File: src/sv/raid5_stripe_and_rebuild_macros.svh
// Assertion macros shared by the stripe/rebuild RTL.
// Depends on nothing; included by files that carry concurrent checks.
`ifndef RAID5_STRIPE_AND_REBUILD_MACROS_SVH
`define RAID5_STRIPE_AND_REBUILD_MACROS_SVH

// same-cycle implication
`define RD5_ASSERT(name, clk, rst, ante, cons) \
  name: assert property (@(posedge clk) disable iff (rst) (ante) |-> (cons)) \
    else $error("rd5 check failed");

// next-cycle implication
`define RD5_ASSERT_NEXT(name, clk, rst, ante, cons) \
  name: assert property (@(posedge clk) disable iff (rst) (ante) |=> (cons)) \
    else $error("rd5 check failed");

`endif

File: src/sv/rd5_pkg.sv
// Shared types and constants for the four-disk stripe/rebuild block.
// No dependencies.
package rd5_pkg;

  localparam int unsigned NUM_DISKS = 4;
  localparam int unsigned NUM_DATA  = 3;

  typedef logic [7:0] byte_t;
  typedef logic [1:0] disk_idx_t;

  localparam logic MODE_STRIPE  = 1'b0;
  localparam logic MODE_REBUILD = 1'b1;

  localparam disk_idx_t LAST_DISK = 2'd3;

  typedef struct packed {
    logic      mode;
    disk_idx_t pdisk;
  } merge_ctl_t;

endpackage

File: src/sv/rd5_if.sv
// Handshake channels of the stripe/rebuild block: stripe items, results, config.
// Depends on rd5_pkg.
interface rd5_item_if;
  logic          valid;
  logic          ready;
  logic          mode;
  logic          restart;
  rd5_pkg::byte_t in_byte_0;
  rd5_pkg::byte_t in_byte_1;
  rd5_pkg::byte_t in_byte_2;

  modport source (output valid, mode, restart, in_byte_0, in_byte_1, in_byte_2,
                  input ready);
  modport sink   (input valid, mode, restart, in_byte_0, in_byte_1, in_byte_2,
                  output ready);
endinterface

interface rd5_result_if;
  logic          valid;
  logic          ready;
  rd5_pkg::byte_t byte_0;
  rd5_pkg::byte_t byte_1;
  rd5_pkg::byte_t byte_2;
  rd5_pkg::byte_t byte_3;

  modport source (output valid, byte_0, byte_1, byte_2, byte_3, input ready);
  modport sink   (input valid, byte_0, byte_1, byte_2, byte_3, output ready);
endinterface

interface rd5_cfg_if;
  logic                 valid;
  logic                 ready;
  rd5_pkg::disk_idx_t   data;

  modport source (output valid, data, input ready);
  modport sink   (input valid, data, output ready);
endinterface

File: src/sv/raid5_stripe_and_rebuild.sv
// Top level: four-disk striping with rotating parity and single-disk rebuild.
// Depends on rd5_pkg, rd5_if, rd5_lane, rd5_merge and the macros header.
//
//   channel     role    payload
//   stripe_in   sink    mode, restart, in_byte_0..2
//   stripe_out  source  byte_0..3
//   cfg         sink    data = missing_disk
//
// One item per cycle; a result appears in the cycle after its item is taken.
// The rate is set by the single output register: a new item enters whenever
// that register is empty or is being drained in the same cycle.
// Synchronous reset clears the phase, missing_disk and the output valid flag.
// A stall on stripe_out holds the result and drops stripe_in.ready.
`include "raid5_stripe_and_rebuild_macros.svh"

module raid5_stripe_and_rebuild (
  input  logic         clk,
  input  logic         rst,
  rd5_item_if.sink     stripe_in,
  rd5_result_if.source stripe_out,
  rd5_cfg_if.sink      cfg
);

  rd5_pkg::disk_idx_t  phase;
  rd5_pkg::disk_idx_t  missing_disk;
  rd5_pkg::disk_idx_t  phase_used;
  rd5_pkg::disk_idx_t  lane_sel;
  rd5_pkg::merge_ctl_t ctl;
  rd5_pkg::byte_t      disk [rd5_pkg::NUM_DISKS];
  rd5_pkg::byte_t      res  [rd5_pkg::NUM_DISKS];
  logic                out_valid;
  logic                out_mode;
  logic                acc;

  assign cfg.ready       = 1'b1;
  assign stripe_in.ready = !out_valid || stripe_out.ready;
  assign acc             = stripe_in.valid && stripe_in.ready;

  assign phase_used = stripe_in.restart ? 2'd0 : phase;
  assign ctl.mode   = stripe_in.mode;
  assign ctl.pdisk  = rd5_pkg::disk_idx_t'(rd5_pkg::LAST_DISK - phase_used);
  assign lane_sel   = (stripe_in.mode == rd5_pkg::MODE_STRIPE) ? ctl.pdisk : missing_disk;

  for (genvar g = 0; g < rd5_pkg::NUM_DISKS; g++) begin : g_lane
    rd5_lane u_lane (
      .lane_id (rd5_pkg::disk_idx_t'(g)),
      .sel     (lane_sel),
      .b0      (stripe_in.in_byte_0),
      .b1      (stripe_in.in_byte_1),
      .b2      (stripe_in.in_byte_2),
      .disk    (disk[g])
    );
  end

  rd5_merge u_merge (
    .ctl  (ctl),
    .disk (disk),
    .res  (res)
  );

  always_ff @(posedge clk) begin
    if (rst) begin
      phase        <= '0;
      missing_disk <= '0;
      out_valid    <= 1'b0;
    end else begin
      if (cfg.valid && cfg.ready) begin
        missing_disk <= cfg.data;
      end
      if (acc) begin
        phase     <= rd5_pkg::disk_idx_t'(phase_used + 2'd1);
        out_valid <= 1'b1;
      end else if (stripe_out.ready) begin
        out_valid <= 1'b0;
      end
    end
  end

  always_ff @(posedge clk) begin
    if (acc) begin
      stripe_out.byte_0 <= res[0];
      stripe_out.byte_1 <= res[1];
      stripe_out.byte_2 <= res[2];
      stripe_out.byte_3 <= res[3];
      out_mode          <= stripe_in.mode;
    end
  end

  assign stripe_out.valid = out_valid;

  `RD5_ASSERT_NEXT(a_restart_phase, clk, rst, acc && stripe_in.restart, phase == 2'd1)
  `RD5_ASSERT_NEXT(a_phase_hold, clk, rst, !acc, $stable(phase))
  `RD5_ASSERT_NEXT(a_result_follows, clk, rst, acc, out_valid)
  `RD5_ASSERT(a_stripe_parity, clk, rst, out_valid && out_mode == rd5_pkg::MODE_STRIPE,
    (stripe_out.byte_0 ^ stripe_out.byte_1 ^ stripe_out.byte_2 ^ stripe_out.byte_3) == 8'd0)
  `RD5_ASSERT(a_rebuild_zero, clk, rst, out_valid && out_mode == rd5_pkg::MODE_REBUILD,
    stripe_out.byte_3 == 8'd0)

endmodule

File: src/sv/rd5_lane.sv
// One disk lane: places a data byte or the XOR of the three input bytes.
// Depends on rd5_pkg.
module rd5_lane (
  input  rd5_pkg::disk_idx_t lane_id,
  input  rd5_pkg::disk_idx_t sel,
  input  rd5_pkg::byte_t     b0,
  input  rd5_pkg::byte_t     b1,
  input  rd5_pkg::byte_t     b2,
  output rd5_pkg::byte_t     disk
);

  rd5_pkg::disk_idx_t idx;
  logic               above;

  assign above = (lane_id > sel);
  assign idx   = rd5_pkg::disk_idx_t'(lane_id - {1'b0, above});

  always_comb begin
    if (lane_id == sel) begin
      disk = b0 ^ b1 ^ b2;
    end else begin
      case (idx)
        2'd0:    disk = b0;
        2'd1:    disk = b1;
        default: disk = b2;
      endcase
    end
  end

endmodule

File: src/sv/rd5_merge.sv
// Merge stage: maps the four lane bytes to the result item.
// Depends on rd5_pkg.
module rd5_merge (
  input  rd5_pkg::merge_ctl_t ctl,
  input  rd5_pkg::byte_t      disk [rd5_pkg::NUM_DISKS],
  output rd5_pkg::byte_t      res  [rd5_pkg::NUM_DISKS]
);

  always_comb begin
    if (ctl.mode == rd5_pkg::MODE_STRIPE) begin
      for (int d = 0; d < rd5_pkg::NUM_DISKS; d++) begin
        res[d] = disk[d];
      end
    end else begin
      for (int k = 0; k < rd5_pkg::NUM_DATA; k++) begin
        if (2'(k) >= ctl.pdisk) begin
          res[k] = disk[k + 1];
        end else begin
          res[k] = disk[k];
        end
      end
      res[rd5_pkg::NUM_DISKS - 1] = '0;
    end
  end

endmodule
File: src/flat_wrapper.sv
// flat-port wrapper written by rule: the top's interface ports become plain ports
module raid5_stripe_and_rebuild_flat 
  (clk, rst, stripe_in_valid, stripe_in_mode, stripe_in_restart, stripe_in_in_byte_0, stripe_in_in_byte_1, stripe_in_in_byte_2, stripe_in_ready, stripe_out_valid, stripe_out_byte_0, stripe_out_byte_1, stripe_out_byte_2, stripe_out_byte_3, stripe_out_ready, cfg_valid, cfg_data, cfg_ready);
  rd5_item_if stripe_in_i ();
  rd5_result_if stripe_out_i ();
  rd5_cfg_if cfg_i ();
  input  logic clk;
  input  logic rst;
  input wire logic [$bits(stripe_in_i.valid)-1:0] stripe_in_valid;
  input wire logic [$bits(stripe_in_i.mode)-1:0] stripe_in_mode;
  input wire logic [$bits(stripe_in_i.restart)-1:0] stripe_in_restart;
  input wire logic [$bits(stripe_in_i.in_byte_0)-1:0] stripe_in_in_byte_0;
  input wire logic [$bits(stripe_in_i.in_byte_1)-1:0] stripe_in_in_byte_1;
  input wire logic [$bits(stripe_in_i.in_byte_2)-1:0] stripe_in_in_byte_2;
  output wire logic [$bits(stripe_in_i.ready)-1:0] stripe_in_ready;
  output wire logic [$bits(stripe_out_i.valid)-1:0] stripe_out_valid;
  output wire logic [$bits(stripe_out_i.byte_0)-1:0] stripe_out_byte_0;
  output wire logic [$bits(stripe_out_i.byte_1)-1:0] stripe_out_byte_1;
  output wire logic [$bits(stripe_out_i.byte_2)-1:0] stripe_out_byte_2;
  output wire logic [$bits(stripe_out_i.byte_3)-1:0] stripe_out_byte_3;
  input wire logic [$bits(stripe_out_i.ready)-1:0] stripe_out_ready;
  input wire logic [$bits(cfg_i.valid)-1:0] cfg_valid;
  input wire logic [$bits(cfg_i.data)-1:0] cfg_data;
  output wire logic [$bits(cfg_i.ready)-1:0] cfg_ready;
  assign stripe_in_i.valid = stripe_in_valid;
  assign stripe_in_i.mode = stripe_in_mode;
  assign stripe_in_i.restart = stripe_in_restart;
  assign stripe_in_i.in_byte_0 = stripe_in_in_byte_0;
  assign stripe_in_i.in_byte_1 = stripe_in_in_byte_1;
  assign stripe_in_i.in_byte_2 = stripe_in_in_byte_2;
  assign stripe_in_ready = stripe_in_i.ready;
  assign stripe_out_valid = stripe_out_i.valid;
  assign stripe_out_byte_0 = stripe_out_i.byte_0;
  assign stripe_out_byte_1 = stripe_out_i.byte_1;
  assign stripe_out_byte_2 = stripe_out_i.byte_2;
  assign stripe_out_byte_3 = stripe_out_i.byte_3;
  assign stripe_out_i.ready = stripe_out_ready;
  assign cfg_i.valid = cfg_valid;
  assign cfg_i.data = cfg_data;
  assign cfg_ready = cfg_i.ready;
  raid5_stripe_and_rebuild u_core (.clk(clk), .rst(rst), .stripe_in(stripe_in_i), .stripe_out(stripe_out_i), .cfg(cfg_i));
endmodule
File: config.mk
export PLATFORM = sky130hd
export DESIGN_NAME = raid5_stripe_and_rebuild_flat
export DESIGN_NICKNAME = d
export VERILOG_FILES = /design/src/sv/rd5_pkg.sv /design/src/sv/rd5_if.sv /design/src/sv/raid5_stripe_and_rebuild.sv /design/src/sv/rd5_lane.sv /design/src/sv/rd5_merge.sv /design/src/flat_wrapper.sv
export VERILOG_INCLUDE_DIRS = /design/src /design/src/sv
export SDC_FILE = /design/constraint.sdc
export NUM_CORES = 1
export LEC_CHECK = 0
export ABC_AREA = 1
export ABC_CLOCK_PERIOD_IN_PS = 3870
export BUFFER_PORTS_ARGS = -buffer_cell sky130_fd_sc_hd__buf_2
export CORE_MARGIN = 8
export CORE_UTILIZATION = 39
export CTS_CLUSTER_DIAMETER = 150
export DETAILED_ROUTE_END_ITERATION = 16
export PLACE_DENSITY_LB_ADDON = 0.25
export RECOVER_POWER = 25
export SLEW_MARGIN = 10
export SYNTH_ARGS = -nofsm -noshare
export SYNTH_HDL_FRONTEND = slang
export SYNTH_SLANG_ARGS = --single-unit
File: constraint.sdc
create_clock -name clk -period 3.87 [get_ports clk]
set_input_delay 0.774 -clock clk [delete_from_list [all_inputs] [get_ports clk]]
set_output_delay 0.774 -clock clk [all_outputs]
set_load 0.05 [all_outputs]
==> Word-level counts from Yosys, hierarchy flattened <==
Index checks and enable logic that the tools add are counted.
{ "totals": {"register_bits": 37, "inputBits": 33, "wordCells": 54} }
{ "op_classes": {"bitwise": 2, "n_mux": 16, "reduce_logical": 9, "magnitude_cmp": 7, "eq_ne": 7, "addsub": 6} }
{ "op_table": {"columns": ["op", "count"], "rows": [
  ["$pmux 8 s2", 4],
  ["$mux 8", 7],
  ["$mux 32", 1],
  ["$xor 8x8->8", 2],
  ["$logic_not 2->1", 5],
  ["$eq 2x1->1 const B", 4],
  ["$eq 2x2->1 const A", 2],
  ["$ge 1x2->1 const A", 2],
  ["$gt 1x2->1 const A", 2],
  ["$gt 2x2->1 const A", 2],
  ["$mux 2", 2],
  ["$sub 1x1->2 const A", 2],
  ["$sub 2x1->2 const A", 2],
  ["$add 2x1->2 const B", 1],
  ["$eq 1x2->1 const A", 1],
  ["$ge 2x2->1 const A", 1],
  ["$mux 1", 2],
  ["$reduce_bool 2->1", 1],
  ["$sub 2x2->2 const A", 1],
  ["$logic_and 1x1->1", 1],
  ["$logic_not 1->1", 1],
  ["$logic_or 1x1->1", 1]
]} }

==> Longest topological paths before layout <==
{ "logic_depth": {"depth_word": 10, "depth_mapped": 10} }

==> Modules after synthesis <==
From an unflattened synthesis, not the netlist that was laid out.
{ "hier_totals": {"hier_cells": 662, "hier_area_um2": 4150.2} }
{ "modules_own_cells": {"columns": ["mod", "cells_each", "area_each_um2", "instances", "seq_area_each_um2"], "rows": [
  ["rd5_lane", 122, 613.1, 4, 0.0],
  ["raid5_stripe_and_rebuild", 75, 1234.9, 1, 1061.0],
  ["rd5_merge", 99, 462.9, 1, 0.0]
]} }

==> Worst setup path before layout <==
OpenSTA, ideal clock, no wires.
{ "synth_timing": {"path_kind": "input to register", "from": "input stripe_out_ready", "to": "register u_core.stripe_out.byte_0[0], enable pin", "setup_ns": 0.389, "cell_stages": 4, "t_arrival_ns": 2.030, "n_path_buf": 0, "t_required_ns": 3.481, "setup_slack_ns": 1.451, "cell_sequence": "inv_1 -> nand2_1 -> nand2_1 -> inv_1"} }
{ "synth_via": {"elab_chain_cells": 2} }
{ "synth_lines": {"columns": ["item", "line", "text"], "rows": [
  ["start: declaration", "flat_wrapper.sv:21", "input wire logic [$bits(stripe_out_i.ready)-1:0] stripe_out_ready;"],
  ["$logic_or 1x1->1", "raid5_stripe_and_rebuild.sv:36", "assign stripe_in.ready = !out_valid || stripe_out.ready;"],
  ["via stripe_in_ready", "flat_wrapper.sv:15", "output wire logic [$bits(stripe_in_i.ready)-1:0] stripe_in_ready;"],
  ["$logic_and 1x1->1", "raid5_stripe_and_rebuild.sv:37", "assign acc = stripe_in.valid && stripe_in.ready;"],
  ["via u_core.acc", "raid5_stripe_and_rebuild.sv:33", "logic acc;"],
  ["end signal: assignment", "raid5_stripe_and_rebuild.sv:81", "stripe_out.byte_0 <= res[0];"],
  ["end: declaration", "rd5_if.sv:26", "modport source (output valid, byte_0, byte_1, byte_2, byte_3, input ready);"]
]} }
The timed path passes the listed nets, and every way through them passes these cells.
A chain may end at the register's enable or synchronous reset.

==> Worst setup path in the final report <==
{ "layout_timing": {"from": "input stripe_out_ready", "to": "register u_core.stripe_out.byte_0[2], enable pin"} }
{ "layout_via": {"elab_chain_cells": 2} }
{ "layout_lines": {"columns": ["item", "line"], "rows": [
  ["$logic_or 1x1->1", "raid5_stripe_and_rebuild.sv:36"],
  ["$logic_and 1x1->1", "raid5_stripe_and_rebuild.sv:37"],
  ["via u_core.acc", "raid5_stripe_and_rebuild.sv:33"]
]} }
The timed path passes the listed nets, and every way through them passes these cells.

==> flow_metrics.env <==
export IMPL_grt_pass1_vias=2348
export IMPL_drtPass1Iterations=5
export IMPL_rsz0062_at_grt="false"
export IMPL_area_delta_synth_final_pct=17.9
export IMPL_clockBufferDepth=2
export IMPL_avgViaCountPerCell=4.88
export IMPL_cts_sinks=37
export IMPL_fp_coreArea_sq_um=6310
export IMPL_ys_seq_area_share_pct=42.0
export IMPL_peakVddDrop_mv=0.150
export IMPL_post_route_cell_area_sq_um=2980
export IMPL_ys_ff_latch=37
export IMPL_ant_nets=0
export IMPL_drc=0
export IMPL_synthesis_area_sq_um=2530
export IMPL_hpwl_microns=5340
export IMPL_num_vias=2529
export IMPL_endpoint_kind="flip-flop"
export IMPL_ios=68
export IMPL_ctsResizeCount=0
export IMPL_cts_htree_levels=2
export IMPL_cts_tree="built"
export IMPL_drt_iter0_markers=232
export IMPL_wl_per_cell_microns=14.0
export IMPL_cts_buffers=5
export IMPL_cts_hold_buf=0
export IMPL_regArea_sq_um=1060
export IMPL_dieArea_sq_um=9320
export IMPL_path_clk_slew_ps=80
export IMPL_syn_instance_count=371
export IMPL_nFillCells=666
export IMPL_fin_skew_ps=6.48
export IMPL_slew_violations=36
export IMPL_min_period_over_period_pct=66.2
export IMPL_preCtsSetupSlack_ps=1090
export IMPL_min_path_cells=2
export IMPL_die_w_microns=96.5
export IMPL_avgSynthCellArea_sq_um=6.82
export IMPL_grt_pass1_wl_microns=11400
export IMPL_yosysTopAreaCell="edfxtp_1"
export IMPL_timing_slew_headroom_pct=-23.6
export IMPL_place_congestion=0.923
export IMPL_fmax_ghz=0.390
export IMPL_hold_viol=0
export IMPL_io_buffer_count=66
export IMPL_grt_use_total_pct=15.8
export IMPL_min_period_ps=2560
export IMPL_worstSetupPathType="input pin to flip-flop"
export IMPL_setup_viol=0
export IMPL_startpoint_type="input pin"
export IMPL_overflow=0
export IMPL_cp_arrival_ps=2440
export IMPL_power_leakage_nw=1.67
export IMPL_hold_class="flip-flop to flip-flop"
export IMPL_reg2reg_to="u_core.stripe_out.byte_0[2]$_DFFE_PP_"
export IMPL_routed_wl_microns=7230
export IMPL_synth_cell_types=21
export IMPL_whs_endpoint="u_core.missing_disk[0]$_SDFFE_PP0P_"
export IMPL_power_density_nw_per_um2=378
export IMPL_tns_ps=0
export IMPL_layout_nets=475
export IMPL_synth_nets=406
export IMPL_reg2reg_setup_slack_ps=1570
export IMPL_status="finished with violations"
export IMPL_synth_top_area_share_pct=38.0
export IMPL_cp_max_fo=35
export IMPL_dpl_cell_area_sq_um=2910
export IMPL_cp_required_ps=3750
export IMPL_hp_start="u_core.missing_disk[0]$_SDFFE_PP0P_"
export IMPL_diodes=0
export IMPL_start_util_pct=40.1
export IMPL_violations="capacitance limit, slew limit"
export IMPL_cap_violations=1
export IMPL_grt_max_degree=36
export IMPL_root_buffer="clkbuf_8"
export IMPL_ys_warnings_count=0
export IMPL_postCtsSetupBuffers=0
export IMPL_regToRegStartpoint="u_core.stripe_out.valid$_SDFFE_PP0P_"
export IMPL_die_h_microns=96.5
export IMPL_multiInputGateArea_sq_um=1230
export IMPL_fin_ws_ps=1310
export IMPL_worstMarginPinSlew_ps=1850
export IMPL_rr_worst_depth=4
export IMPL_drive_above_1_share_pct=19.7
export IMPL_clkLatencyLatePin_ps=290
export IMPL_std_cell_rows=29
export IMPL_synthTopCellsByArea="edfxtp_1, nand2_1, nand3_1"
export IMPL_antenna_found_initial=0
==> cells by family after synthesis <==
kind of cell | after synthesis | synth area share (%)
AOI/OAI and AO/OA | 5 | 1.29
adders and majority gates | 2 | 0.989
buffers and inverters | 53 | 9.35
DFF | 37 | 42.0
other | 1 | 0.148
and+or+nand+nor | 273 | 46.3
==> final cells by class <==
cell class	instances	area share [%]
multi-input cells	281	41.3
repair buffers	67	11.1
flip-flops and latches	37	35.6
clock buffers	6	2.43
clock inverters	2	0.336
well taps	77	3.23
inverters	48	6.04
==> cell usage in the layout, fill, tap and decap left out, drive strengths merged <==
cell type,count
nand2,209
a21oi,2
inv,48
nand3,50
dfxtp,5
a211oi,3
buf,63
nor2,14
conb,1
edfxtp,32
ha,2
clkinv,2
clkbuf,10
==> synthesized netlist by cell type, drive strengths merged <==
cell type,n
buf,5
nand3,50
a211oi,3
edfxtp,32
nor2,14
ha,2
nand2,209
dfxtp,5
inv,48
conb,1
a21oi,2
==> registers in the layout, indices dropped and copies added, names as in the netlist <==
| name | cells |
|---|---|
| u_core.stripe_out.byte_0 | 8 |
| u_core.stripe_out.byte_1 | 8 |
| u_core.stripe_out.byte_2 | 8 |
| u_core.stripe_out.byte_3 | 8 |
| u_core.missing_disk | 2 |
| u_core.phase | 2 |
| u_core.stripe_out.valid | 1 |
==> critical path, cell delays in order <==
cell      delay [ps]
buf_2             70
inv_1             30
nand2_1           70
nand2_1           90
inv_1             60
clkbuf_1        1320
==> stage by stage <==
step	utilization (%)	hold WS, ps	std cells	power, mW
after floorplan	-	433	371	0.777
after global placement	46.0	455	510	0.868
after detailed placement	46.0	461	510	0.869
after CTS	47.3	474	518	1.14
after global routing	47.2	526	518	1.19
final	47.2	480	518	1.13
==> where the power goes <==
group | internal, mW | switching (mW)
Combinational | 0.0893 | 0.282
Sequential | 0.480 | 0.00865
Clock | 0.125 | 0.142
==> worst max-delay path by stage <==
stage	depth (start not counted)	startpoint	slack (ps)	to
floorplan	4	stripe_out_ready	1450	u_core.stripe_out.byte_0[0]$_DFFE_PP_
global placement	10	stripe_in_mode	1200	u_core.stripe_out.byte_2[5]$_DFFE_PP_
detailed placement	10	stripe_in_mode	1090	u_core.stripe_out.byte_2[5]$_DFFE_PP_
CTS	10	stripe_in_mode	1400	u_core.stripe_out.byte_1[7]$_DFFE_PP_
global route	7	stripe_out_ready	1070	u_core.phase[0]$_SDFFE_PP0P_
finish	6	stripe_out_ready	1310	u_core.stripe_out.byte_0[2]$_DFFE_PP_
==> routing by layer <==
layer  GRT usage [%]  up-vias  routed length, microns
met5               0        -                       0
met2            25.3      100                    3360
met3            2.63       13                     531
li1                -     1303                       -
met4            6.18        0                     140
met1            20.8     1113                    3200
Note: power is estimated with default switching activity, not from simulation.
